$ cat config.mk
export PLATFORM = sky130hd
export DESIGN_NAME = vkhs_controller
export DESIGN_NICKNAME = d
export VERILOG_FILES = /design/src/assert_macros.svh /design/src/vkhs_pkg.sv /design/src/vkhs_controller.sv
export SDC_FILE = /design/constraint.sdc
export NUM_CORES = 1
export LEC_CHECK = 0
export CAP_MARGIN = 20
export CORE_AREA = 2 2 39 41
export DETAILED_ROUTE_END_ITERATION = 7
export DIE_AREA = 0 0 41 43
export DONT_BUFFER_PORTS = 1
export GPL_ROUTABILITY_DRIVEN = 0
export PLACE_DENSITY_LB_ADDON = 0.2
export SYNTH_ARGS = -nofsm -noshare
export SYNTH_HDL_FRONTEND = slang
export SYNTH_SLANG_ARGS = --single-unit
$ cat constraint.sdc
create_clock -name clock -period 2 [get_ports clock]
set_input_delay 0.2 -clock clock [delete_from_list [all_inputs] [get_ports clock]]
set_output_delay 0.2 -clock clock [all_outputs]
set_load 0.005 [all_outputs]
$ cat src/assert_macros.svh
// Assertion macros shared by the visited key set RTL.
// Needs nothing else; included by files that carry concurrent checks.
`ifndef ASSERT_MACROS_SVH
`define ASSERT_MACROS_SVH

// Property must hold at every clock edge outside reset.
`define VKHS_ASSERT(label, clk, rst, prop, msg) \
   label: assert property (@(posedge clk) disable iff (rst) (prop)) else $error(msg);

// Condition must never be seen at a clock edge outside reset.
`define VKHS_NEVER(label, clk, rst, cond, msg) \
   label: assert property (@(posedge clk) disable iff (rst) !(cond)) else $error(msg);

`endif

$ cat src/vkhs_pkg.sv
// Package for the visited key set: item types, hash constants, control structs.
// Used by vkhs_controller, vkhs_datapath and visited_key_hash_set.
package vkhs_pkg;

   localparam int TABLE_SLOTS_DEF = 1024;
   localparam int KEY_W = 64;
   localparam int HASH_W = 32;
   localparam int MOD_STEPS = 3;
   localparam logic [HASH_W-1:0] HASH_MULT = 32'd2654435761;

   localparam logic FUNC_INSERT = 1'b0;
   localparam logic FUNC_QUERY  = 1'b1;

   typedef struct packed {
      logic             func;
      logic [KEY_W-1:0] device_id;
      logic [KEY_W-1:0] inode_number;
   } req_type;

   typedef struct packed {
      logic found_before;
      logic inserted;
      logic table_full;
   } rsp_type;

   typedef struct packed {
      logic clear_wr;
      logic load_item;
      logic mul_lo;
      logic mul_hi;
      logic fold;
      logic pos_from_hash;
      logic mod_step;
      logic pos_from_rem;
      logic rd;
      logic check;
      logic advance;
      logic hold_res;
      logic rsp_from_check;
      logic rsp_from_hold;
   } cmd_type;

   typedef struct packed {
      logic used;
      logic key_match;
      logic probe_last;
      logic pos_last;
   } status_type;

endpackage

$ cat src/vkhs_controller.sv
// Controller of the visited key set: clear pass, hash and index sequencing, probe loop, handshakes.
// Depends on vkhs_pkg; drives vkhs_datapath through cmd_type and reads status_type.
module vkhs_controller #(
   parameter int TABLE_SLOTS = vkhs_pkg::TABLE_SLOTS_DEF
) (
   input  logic                 clock,
   input  logic                 reset,
   input  logic                 req_valid,
   output logic                 req_stall,
   output logic                 rsp_valid,
   input  logic                 rsp_stall,
   input  vkhs_pkg::status_type status,
   output vkhs_pkg::cmd_type    cmd
);

   localparam bit SLOTS_POW2 = ((TABLE_SLOTS & (TABLE_SLOTS - 1)) == 0);
   localparam int MOD_CNT_W = $clog2(vkhs_pkg::MOD_STEPS);
   localparam logic [MOD_CNT_W-1:0] MOD_LAST = MOD_CNT_W'(vkhs_pkg::MOD_STEPS - 1);

   typedef enum logic [8:0] {
      S_CLEAR  = 9'b000000001,
      S_IDLE   = 9'b000000010,
      S_MUL_LO = 9'b000000100,
      S_MUL_HI = 9'b000001000,
      S_FOLD   = 9'b000010000,
      S_MOD    = 9'b000100000,
      S_READ   = 9'b001000000,
      S_CHECK  = 9'b010000000,
      S_HOLD   = 9'b100000000
   } state_type;

   state_type             state_ff, state_in;
   logic [MOD_CNT_W-1:0]  mod_cnt_ff, mod_cnt_in;
   logic                  rsp_valid_ff, rsp_valid_in;
   logic                  out_free;
   logic                  probe_done;

   assign out_free   = !rsp_valid_ff || !rsp_stall;
   assign probe_done = !status.used || status.key_match || status.probe_last;

   always_comb begin
      state_in     = state_ff;
      mod_cnt_in   = mod_cnt_ff;
      rsp_valid_in = rsp_valid_ff && rsp_stall;
      cmd          = '0;
      unique case (state_ff)
         S_CLEAR: begin
            cmd.clear_wr = 1'b1;
            if (status.pos_last) begin
               state_in = S_IDLE;
            end
         end
         S_IDLE: begin
            if (req_valid) begin
               cmd.load_item = 1'b1;
               state_in      = S_MUL_LO;
            end
         end
         S_MUL_LO: begin
            cmd.mul_lo = 1'b1;
            state_in   = S_MUL_HI;
         end
         S_MUL_HI: begin
            cmd.mul_hi = 1'b1;
            state_in   = S_FOLD;
         end
         S_FOLD: begin
            cmd.fold = 1'b1;
            if (SLOTS_POW2) begin
               cmd.pos_from_hash = 1'b1;
               state_in          = S_READ;
            end else begin
               mod_cnt_in = '0;
               state_in   = S_MOD;
            end
         end
         S_MOD: begin
            cmd.mod_step = 1'b1;
            mod_cnt_in   = mod_cnt_ff + 1'b1;
            if (mod_cnt_ff == MOD_LAST) begin
               cmd.pos_from_rem = 1'b1;
               state_in         = S_READ;
            end
         end
         S_READ: begin
            cmd.rd   = 1'b1;
            state_in = S_CHECK;
         end
         S_CHECK: begin
            cmd.check = 1'b1;
            if (!probe_done) begin
               cmd.advance = 1'b1;
               state_in    = S_READ;
            end else if (out_free) begin
               cmd.rsp_from_check = 1'b1;
               rsp_valid_in       = 1'b1;
               state_in           = S_IDLE;
            end else begin
               cmd.hold_res = 1'b1;
               state_in     = S_HOLD;
            end
         end
         S_HOLD: begin
            if (out_free) begin
               cmd.rsp_from_hold = 1'b1;
               rsp_valid_in      = 1'b1;
               state_in          = S_IDLE;
            end
         end
         default: begin
            state_in = S_CLEAR;
         end
      endcase
   end

   always_ff @(posedge clock) begin
      if (reset) begin
         state_ff     <= S_CLEAR;
         mod_cnt_ff   <= '0;
         rsp_valid_ff <= 1'b0;
      end else begin
         state_ff     <= state_in;
         mod_cnt_ff   <= mod_cnt_in;
         rsp_valid_ff <= rsp_valid_in;
      end
   end

   assign req_stall = (state_ff != S_IDLE);
   assign rsp_valid = rsp_valid_ff;

endmodule

; After elaboration in Yosys (flattened, before gate mapping)
; Index checks and enable logic that the tools add are counted.
[word_totals]
mem_bits_ro = 0
ramBits = 0
reg_bits = 12
latchBits = 0
memories = 0
out_inout_bits = 16
inputBits = 8
[op_classes]
n_shift = 0
n_mul = 0
div = 0
n_eq_ne = 15
n_bitwise = 0
magnitude_cmp = 0
n_addsub = 1
n_reduce_logical = 8
mux = 25
[ops]
columns = op, n
row1 = 9-bit one-hot mux with 9 select lines, 1
row2 = 9-bit two-way mux, 6
row3 = 1-bit two-way mux, 13
row4 = 9-bit by 1-bit equality test with 1-bit output (second input constant), 1
row5 = 9-bit by 2-bit equality test with 1-bit output (second input constant), 1
row6 = 9-bit by 3-bit equality test with 1-bit output (second input constant), 1
row7 = 9-bit by 4-bit equality test with 1-bit output (second input constant), 1
row8 = 9-bit by 5-bit equality test with 1-bit output (second input constant), 1
row9 = 9-bit by 6-bit equality test with 1-bit output (second input constant), 1
row10 = 9-bit by 7-bit equality test with 1-bit output (second input constant), 1
row11 = 9-bit by 8-bit equality test with 1-bit output (second input constant), 1
row12 = 9-bit equality test (second input constant), 1
row13 = 9-bit by 2-bit != test with 1-bit output (second input constant), 1
row14 = 2-bit != test (second input constant), 4
row15 = 2-bit two-way mux, 3
row16 = 4-bit two-way mux, 1
row17 = 4-bit AND reduction, 1
row18 = 1-bit logical NOT, 3
row19 = 1-bit logical OR, 3
row20 = 2-bit by 1-bit adder with 2-bit output (second input constant), 1
row21 = 2-bit equality test (second input constant), 1
row22 = 1-bit one-hot mux with 2 select lines, 1
row23 = 1-bit logical AND, 1

; Longest topological paths before layout
; Gate-level depths: netlist (run 1).
[depth]
word_depth = 5
ltp_mapped = 7

; Worst setup path before layout (run 1)
; Ideal clock, no wire load.
[synth_timing]
kind = reg-to-reg
startpoint = reg state_ff[7]
endpoint = reg state_ff[0]
n_path_buf = 0
setup_ps = 125
t_required_ps = 1875
stages_incl_launch_ff = 6
slack_ps = 348
t_arrival_ps = 1527
synth_period_minus_slack_ps = 1652
path_cell_list = dfxtp_1 or4_1 a211oi_2 a21oi_1 a2111oi_2 nor2_1
[synth_via]
elab_chain_len = 3
elab_cells_between_ends = 15
cone_classes = eq/ne (13) / mux (1) / reduce/logical (1)
[synth_rtl]
columns = item, line_no
row1 = start: declaration, vkhs_controller.sv:32  ; state_type state_ff, state_in;
row2 = start signal: assignment, vkhs_controller.sv:122  ; state_ff <= state_in;
row3 = 9-bit by 6-bit equality test with 1-bit output (tied with other cells), vkhs_controller.sv:46  ; unique case (state_ff)
row4 = 2-bit != test (no source line), --
row5 = 4-bit AND reduction (no source line), --
; Parallel ways exist; a longest one is shown, timed or not.
; A chain may end at the register's enable or synchronous reset.

==> impl_metrics.yaml, run 1 <==
run_status:
  status: "finished clean"
pwr:
  fin_total_pwr_mw: 0.658
  cellPowerDensity_nw_per_um2: 979
  ir_drop_uv: 392
  static-leakage-power_nw: 0.239
floorplan:
  ioPinCount: 24
  row_count: 14
  die_w_um: 41
  die-height_um: 43
  design.core.area_sq_um: 1380
  start_util: 0.448
  area_of_the_die_sq_um: 1760
global_routing:
  grt_pass1_vias: 492
  grt_start_max_net_pins: 12
  gr-usage-all-layers: 0.194
  global_route_wire_length_before_repair_mm: 2.29
  antenna_found_initial: 0
  grt-ovfl-total: 0
drt:
  drtAntennaViolNets: 0
  route.final.wire_length_mm: 1.47
  dr.first_iter.drc_count: 23
  drt-wirelength-per-cell_um: 14.4
  firstDrtPassIters: 4
  viasPerCell: 5.97
  via_count: 609
  post-route-drc-count: 0
worst_hold_path:
  worst_hold_path_type: "input port to flip-flop"
  hold_path_startpoint: "reset"
cells_and_area:
  num-nets-final: 95
  synthToLayoutAreaGrowth_pct: 8.48
  post-route-util: 0.486
  most-common-layout-cells: "15 x sky130_fd_sc_hd__nor2_1, 9 x sky130_fd_sc_hd__dfxtp_1, 7 x sky130_fd_sc_hd__nor3_1"
  finalInstanceArea_sq_um: 672
  antenna_cells: 0
  layout_commonest_cell: "sky130_fd_sc_hd__nor2_1"
  drive_gt1_frac: 0.140
  fin_cells: 102
timing:
  maxClockFrequency_mhz: 532
  fin_skew_ps: 7.45
  hold_viol_final: 0
  final.period_utilization: 0.939
  final_max_slew_viol_count: 0
  final_count_of_negative_setup_slack_endpoints: 0
  final_critical_path_setup_slack_ps: 122
  final.setup.tns_ps: 0
  grt_setup_unrepaired: "false"
  clock_period_minus_final_worst_setup_slack_ps: 1880
  holdWs_ps: 7.73
synthesis:
  syn_area_sq_um: 619
  yosys_warnings: 0
  share_of_synthesized_area_occupied_by_flip_flops_and_latches: 0.291
  distinct_cells_synth: 31
  avgSynthCellArea_sq_um: 7.37
  post_synth_inst_count: 84
  ys_ff_latch: 9
placed_design:
  post-dp-hpwl_mm: 1.08
  preCtsSetupSlack_ps: 270
  io_buffer_count: 0
  placed_cells_incl_taps: 97
  post_dp_cell_area_sq_um: 621
clock_tree:
  cts_h_tree_depth: 1
  cts_tree: "done"
  insertion_delay_ps: 270
  numClockSinks: 9
  postCtsSetupRepairBufs: 0
  cts_made_buffers: 3
  clkSlewWorstSetupHoldPaths_ps: 70
  clk_path_buf_depth: 2
  clock-root-buffer: "sky130_fd_sc_hd__clkbuf_4"
setup_path:
  setup.worst_path.start_class: "flip-flop"
  crit_path_start: "state_ff[4]$_SDFFE_PP0P_"
  r2r-start: "state_ff[7]$_SDFFE_PP0P_"
  crit_arrival_ps: 1680
  setup_cp_type: "flip-flop to output port"
  crit_path_max_fanout: 5
  critical_path_endpoint_category: "output port"
  worstPathRequired_ps: 1800
job:
  max_capacitance_violation_count: 0
## area by class of cell
| class | count | area [sq um] |
|---|---|---|
| Fill cell | 141 | 712 |
| Multi-Input combinational cell | 66 | 405 |
| Sequential cell | 9 | 180 |
| Clock buffer | 4 | 26.3 |
| Timing Repair Buffer | 3 | 25.0 |
| Tap cell | 16 | 20.0 |
| Inverter | 4 | 15.0 |
## critical path, stage by stage (launching register included)
cell                      delay, ps
sky130_fd_sc_hd__dfxtp_1        370
sky130_fd_sc_hd__nor3_4         260
sky130_fd_sc_hd__nand2_1        170
sky130_fd_sc_hd__or4_4          470
sky130_fd_sc_hd__nor2_1         130
## state kept, by name (all words and copies together), names as in the netlist
register / count
state_ff: 8
rsp_valid: 1
## cell usage after synthesis
| library cell | number | area share |
|---|---|---|
| sky130_fd_sc_hd__a31oi_1 | 2 | 0.020 |
| sky130_fd_sc_hd__nor2_1 | 15 | 0.091 |
| sky130_fd_sc_hd__a211oi_2 | 1 | 0.020 |
| sky130_fd_sc_hd__nand3b_1 | 1 | 0.012 |
| sky130_fd_sc_hd__dfxtp_1 | 9 | 0.29 |
| sky130_fd_sc_hd__nor3_1 | 8 | 0.065 |
| sky130_fd_sc_hd__a21oi_1 | 4 | 0.032 |
| sky130_fd_sc_hd__clkbuf_1 | 2 | 0.012 |
| sky130_fd_sc_hd__o41ai_1 | 1 | 0.014 |
| sky130_fd_sc_hd__or4_1 | 3 | 0.036 |
| sky130_fd_sc_hd__o21ai_1 | 1 | 0.0081 |
| sky130_fd_sc_hd__or2_1 | 1 | 0.010 |
| sky130_fd_sc_hd__inv_2 | 1 | 0.0061 |
| sky130_fd_sc_hd__nand3_1 | 3 | 0.024 |
| sky130_fd_sc_hd__nor4b_1 | 2 | 0.028 |
| sky130_fd_sc_hd__nand2_1 | 3 | 0.018 |
| sky130_fd_sc_hd__conb_1 | 1 | 0.0061 |
| sky130_fd_sc_hd__o32ai_1 | 1 | 0.014 |
| sky130_fd_sc_hd__and3_1 | 2 | 0.020 |
| sky130_fd_sc_hd__and2_1 | 2 | 0.020 |
| sky130_fd_sc_hd__nand4_1 | 2 | 0.020 |
| sky130_fd_sc_hd__o21a_1 | 1 | 0.012 |
| sky130_fd_sc_hd__a311oi_1 | 1 | 0.014 |
| sky130_fd_sc_hd__nor3b_1 | 2 | 0.024 |
| sky130_fd_sc_hd__nor3_2 | 1 | 0.016 |
| sky130_fd_sc_hd__nand2b_1 | 4 | 0.040 |
| sky130_fd_sc_hd__xor2_1 | 1 | 0.014 |
| sky130_fd_sc_hd__a2111oi_2 | 1 | 0.024 |
| sky130_fd_sc_hd__buf_4 | 4 | 0.048 |
| sky130_fd_sc_hd__inv_1 | 3 | 0.018 |
| sky130_fd_sc_hd__mux2_2 | 1 | 0.018 |
## cell families after synthesis
kind of cell | Yosys count | share of synthesized area
other | 1 | 0.00605
multiplexers | 1 | 0.0182
XOR/XNOR | 1 | 0.0141
buffers and inverters | 10 | 0.0848
flip-flops | 9 | 0.291
AND/OR/NAND/NOR | 49 | 0.426
AO/OA/AOI/OAI | 13 | 0.160
## timing repair
| action | CTS | global route |
|---|---|---|
| gates resized for setup | 0 | 3 |
| endpoints found under the setup margin | 0 | 2 |
| hold buffers | 1 | 0 |
| hold endpoints to repair | 4 | 0 |
## report_power, final
| group | switching, mW | internal, mW |
|---|---|---|
| combinational | 0.147 | 0.107 |
| sequential | 0.0565 | 0.202 |
| clock | 0.0695 | 0.0771 |
## per-layer routing
metal / part of all wire / GRT usage
met1: 0.45 / 0.269
met3: 0.070 / 0.0524
met2: 0.47 / 0.275
met5: 0 / 0
met4: 0.0095 / 0.0800
## path summary, 6_finish.rpt
check	endpoint	slack, ps	cells past startpoint
worst max-delay path	cmd[12]	120	4
worst min register to register	state_ff[8]$_SDFFE_PP0P_	550	2
worst min-delay path	state_ff[3]$_SDFFE_PP0P_	8	1
worst max register to register	state_ff[0]$_SDFFE_PP1P_	220	5
Power figures use the tool's default switching activity.
==> run 2, diff against run 1 <==
--- a/config.mk
+++ b/config.mk
@@ -12,6 +12,8 @@
 export DONT_BUFFER_PORTS = 1
 export GPL_ROUTABILITY_DRIVEN = 0
 export PLACE_DENSITY_LB_ADDON = 0.2
+export RECOVER_POWER = 25
 export SYNTH_ARGS = -nofsm -noshare
 export SYNTH_HDL_FRONTEND = slang
 export SYNTH_SLANG_ARGS = --single-unit
+export TNS_END_PERCENT = 100
==> run 2 against run 1 <==
Register-to-register slack about the same. Global-route usage unchanged. First-iteration DRC count increased by 4.3%. Worst hold slack about the same. Core utilization decreased by 0.27 points. Total power decreased by 0.15%. Non-clock buffer count unchanged. Fmax decreased by 0.29%. Wire length increased by 0.61%.
==> impl_metrics.yaml, run 2 (synthesis gave the netlist of run 1 again) <==
placed_design:
  post-dp-hpwl_mm: 1.08
  preCtsSetupSlack_ps: 270
  post_dp_cell_area_sq_um: 621
  io_buffer_count: 0
cells_and_area:
  largest_register_ff_count: 8
  drive_gt1_frac: 0.128
  most-common-layout-cells: "15 x sky130_fd_sc_hd__nor2_1, 9 x sky130_fd_sc_hd__dfxtp_1, 7 x sky130_fd_sc_hd__nor3_1"
  finalInstanceArea_sq_um: 668
  synthToLayoutAreaGrowth_pct: 7.88
  top_register: "state_ff"
  num-nets-final: 95
  layout_commonest_cell: "sky130_fd_sc_hd__nor2_1"
  layout.filler_cells: 143
  antenna_cells: 0
timing:
  maxClockFrequency_mhz: 531
  fin_skew_ps: 7.74
  final_max_slew_viol_count: 0
  clock_period_minus_final_worst_setup_slack_ps: 1880
  final_count_of_negative_setup_slack_endpoints: 0
  final.period_utilization: 0.942
  final.setup.tns_ps: 0
  grt_setup_unrepaired: "false"
  hold_viol_final: 0
  final_critical_path_setup_slack_ps: 116
  holdWs_ps: 7.78
pwr:
  fin_total_pwr_mw: 0.657
  ir_drop_uv: 389
  static-leakage-power_nw: 0.235
  cellPowerDensity_nw_per_um2: 983
setup_path:
  crit_family: "simple AND/OR/NAND/NOR gates"
  path_buf_inv: 0
  critical_path_endpoint_category: "output port"
  timing.critical_path.slowest_stage_cell: "sky130_fd_sc_hd__or4_4"
  crit_path_max_fanout: 5
  setup.worst_path.start_class: "flip-flop"
  cpPeakStageDelay_ps: 470
  setup_cp_type: "flip-flop to output port"
  worstPathRequired_ps: 1800
  timing.critical_path.cells: "nor3_4 -> nand2_1 -> or4_4 -> nor2_1"
  crit_arrival_ps: 1680
floorplan:
  die_w_um: 41
  die-height_um: 43
  ioPinCount: 24
  start_util: 0.448
  row_count: 14
  design.core.area_sq_um: 1380
  area_of_the_die_sq_um: 1760
clock_tree:
  numClockSinks: 9
  cts_made_buffers: 3
  insertion_delay_ps: 270
  clk_path_buf_depth: 2
  clkSlewWorstSetupHoldPaths_ps: 70
  cts_h_tree_depth: 1
  cts_tree: "done"
  clock-root-buffer: "sky130_fd_sc_hd__clkbuf_4"
  postCtsSetupRepairBufs: 0
global_routing:
  global_route_wire_length_before_repair_mm: 2.29
  grt_start_max_net_pins: 12
  gr-usage-all-layers: 0.194
  antenna_found_initial: 0
  grt_pass1_vias: 492
  grt-ovfl-total: 0
drt:
  drt-wirelength-per-cell_um: 14.5
  drtAntennaViolNets: 0
  route.final.wire_length_mm: 1.48
  viasPerCell: 6.09
  firstDrtPassIters: 4
  dr.first_iter.drc_count: 24
  via_count: 621
  post-route-drc-count: 0
run_status:
  status: "finished clean"
job:
  max_capacitance_violation_count: 0
worst_hold_path:
  worst_hold_path_type: "input port to flip-flop"
[run 2: cell type report]
class / count / area (sq um) / area share
multi-input combinational: 66 / 405 / 0.607
sequential: 9 / 180 / 0.270
clock buffer: 4 / 26.3 / 0.0393
timing repair buffer: 3 / 21.3 / 0.0318
tap: 16 / 20.0 / 0.0300
inverter: 4 / 15.0 / 0.0225
[run 2: metrics by stage]
step / util / std cells
after floorplan: - / 85
after global placement: 0.448 / 97
after detailed placement: 0.448 / 97
after CTS: 0.475 / 102
after global routing: 0.483 / 102
final: 0.483 / 102
[run 2: report_power, final]
| part | internal (mW) | total [mW] | switching [mW] |
|---|---|---|---|
| Sequential | 0.202 | 0.256 | 0.0543 |
| Combinational | 0.107 | 0.254 | 0.148 |
| Clock | 0.0771 | 0.147 | 0.0695 |
[run 2: what timing repair did]
item	CTS	global route
hold buffers	1	0
hold endpoints to repair	4	0
gates resized for setup	0	3
endpoints found under the setup margin	0	2
[run 2: worst reg2reg max path: stages (launching register included)]
cell,delay [ps]
sky130_fd_sc_hd__dfxtp_1,390
sky130_fd_sc_hd__or4_1,560
sky130_fd_sc_hd__a211oi_2,200
sky130_fd_sc_hd__a21oi_1,70
sky130_fd_sc_hd__a2111oi_2,370
sky130_fd_sc_hd__nor2_1,90
[run 2: final timing paths]
| path | cells after the start | to | slack, ps | from |
|---|---|---|---|---|
| hold reg to reg | 2 | state_ff[8]$_SDFFE_PP0P_ | 550 | rsp_valid$_SDFF_PP0_ |
| hold / removal | 1 | state_ff[3]$_SDFFE_PP0P_ | 8 | reset |
| setup reg to reg | 5 | state_ff[0]$_SDFFE_PP1P_ | 210 | state_ff[7]$_SDFFE_PP0P_ |
| setup / recovery | 4 | cmd[12] | 120 | state_ff[4]$_SDFFE_PP0P_ |
[run 2: metal layers]
layer / track usage / share of wire / vias to the layer above
li1: - / - / 303
met1: 0.269 / 0.45 / 290
met2: 0.275 / 0.47 / 24
met3: 0.0524 / 0.067 / 4
met4: 0.0800 / 0.011 / 0
met5: 0 / 0 / -
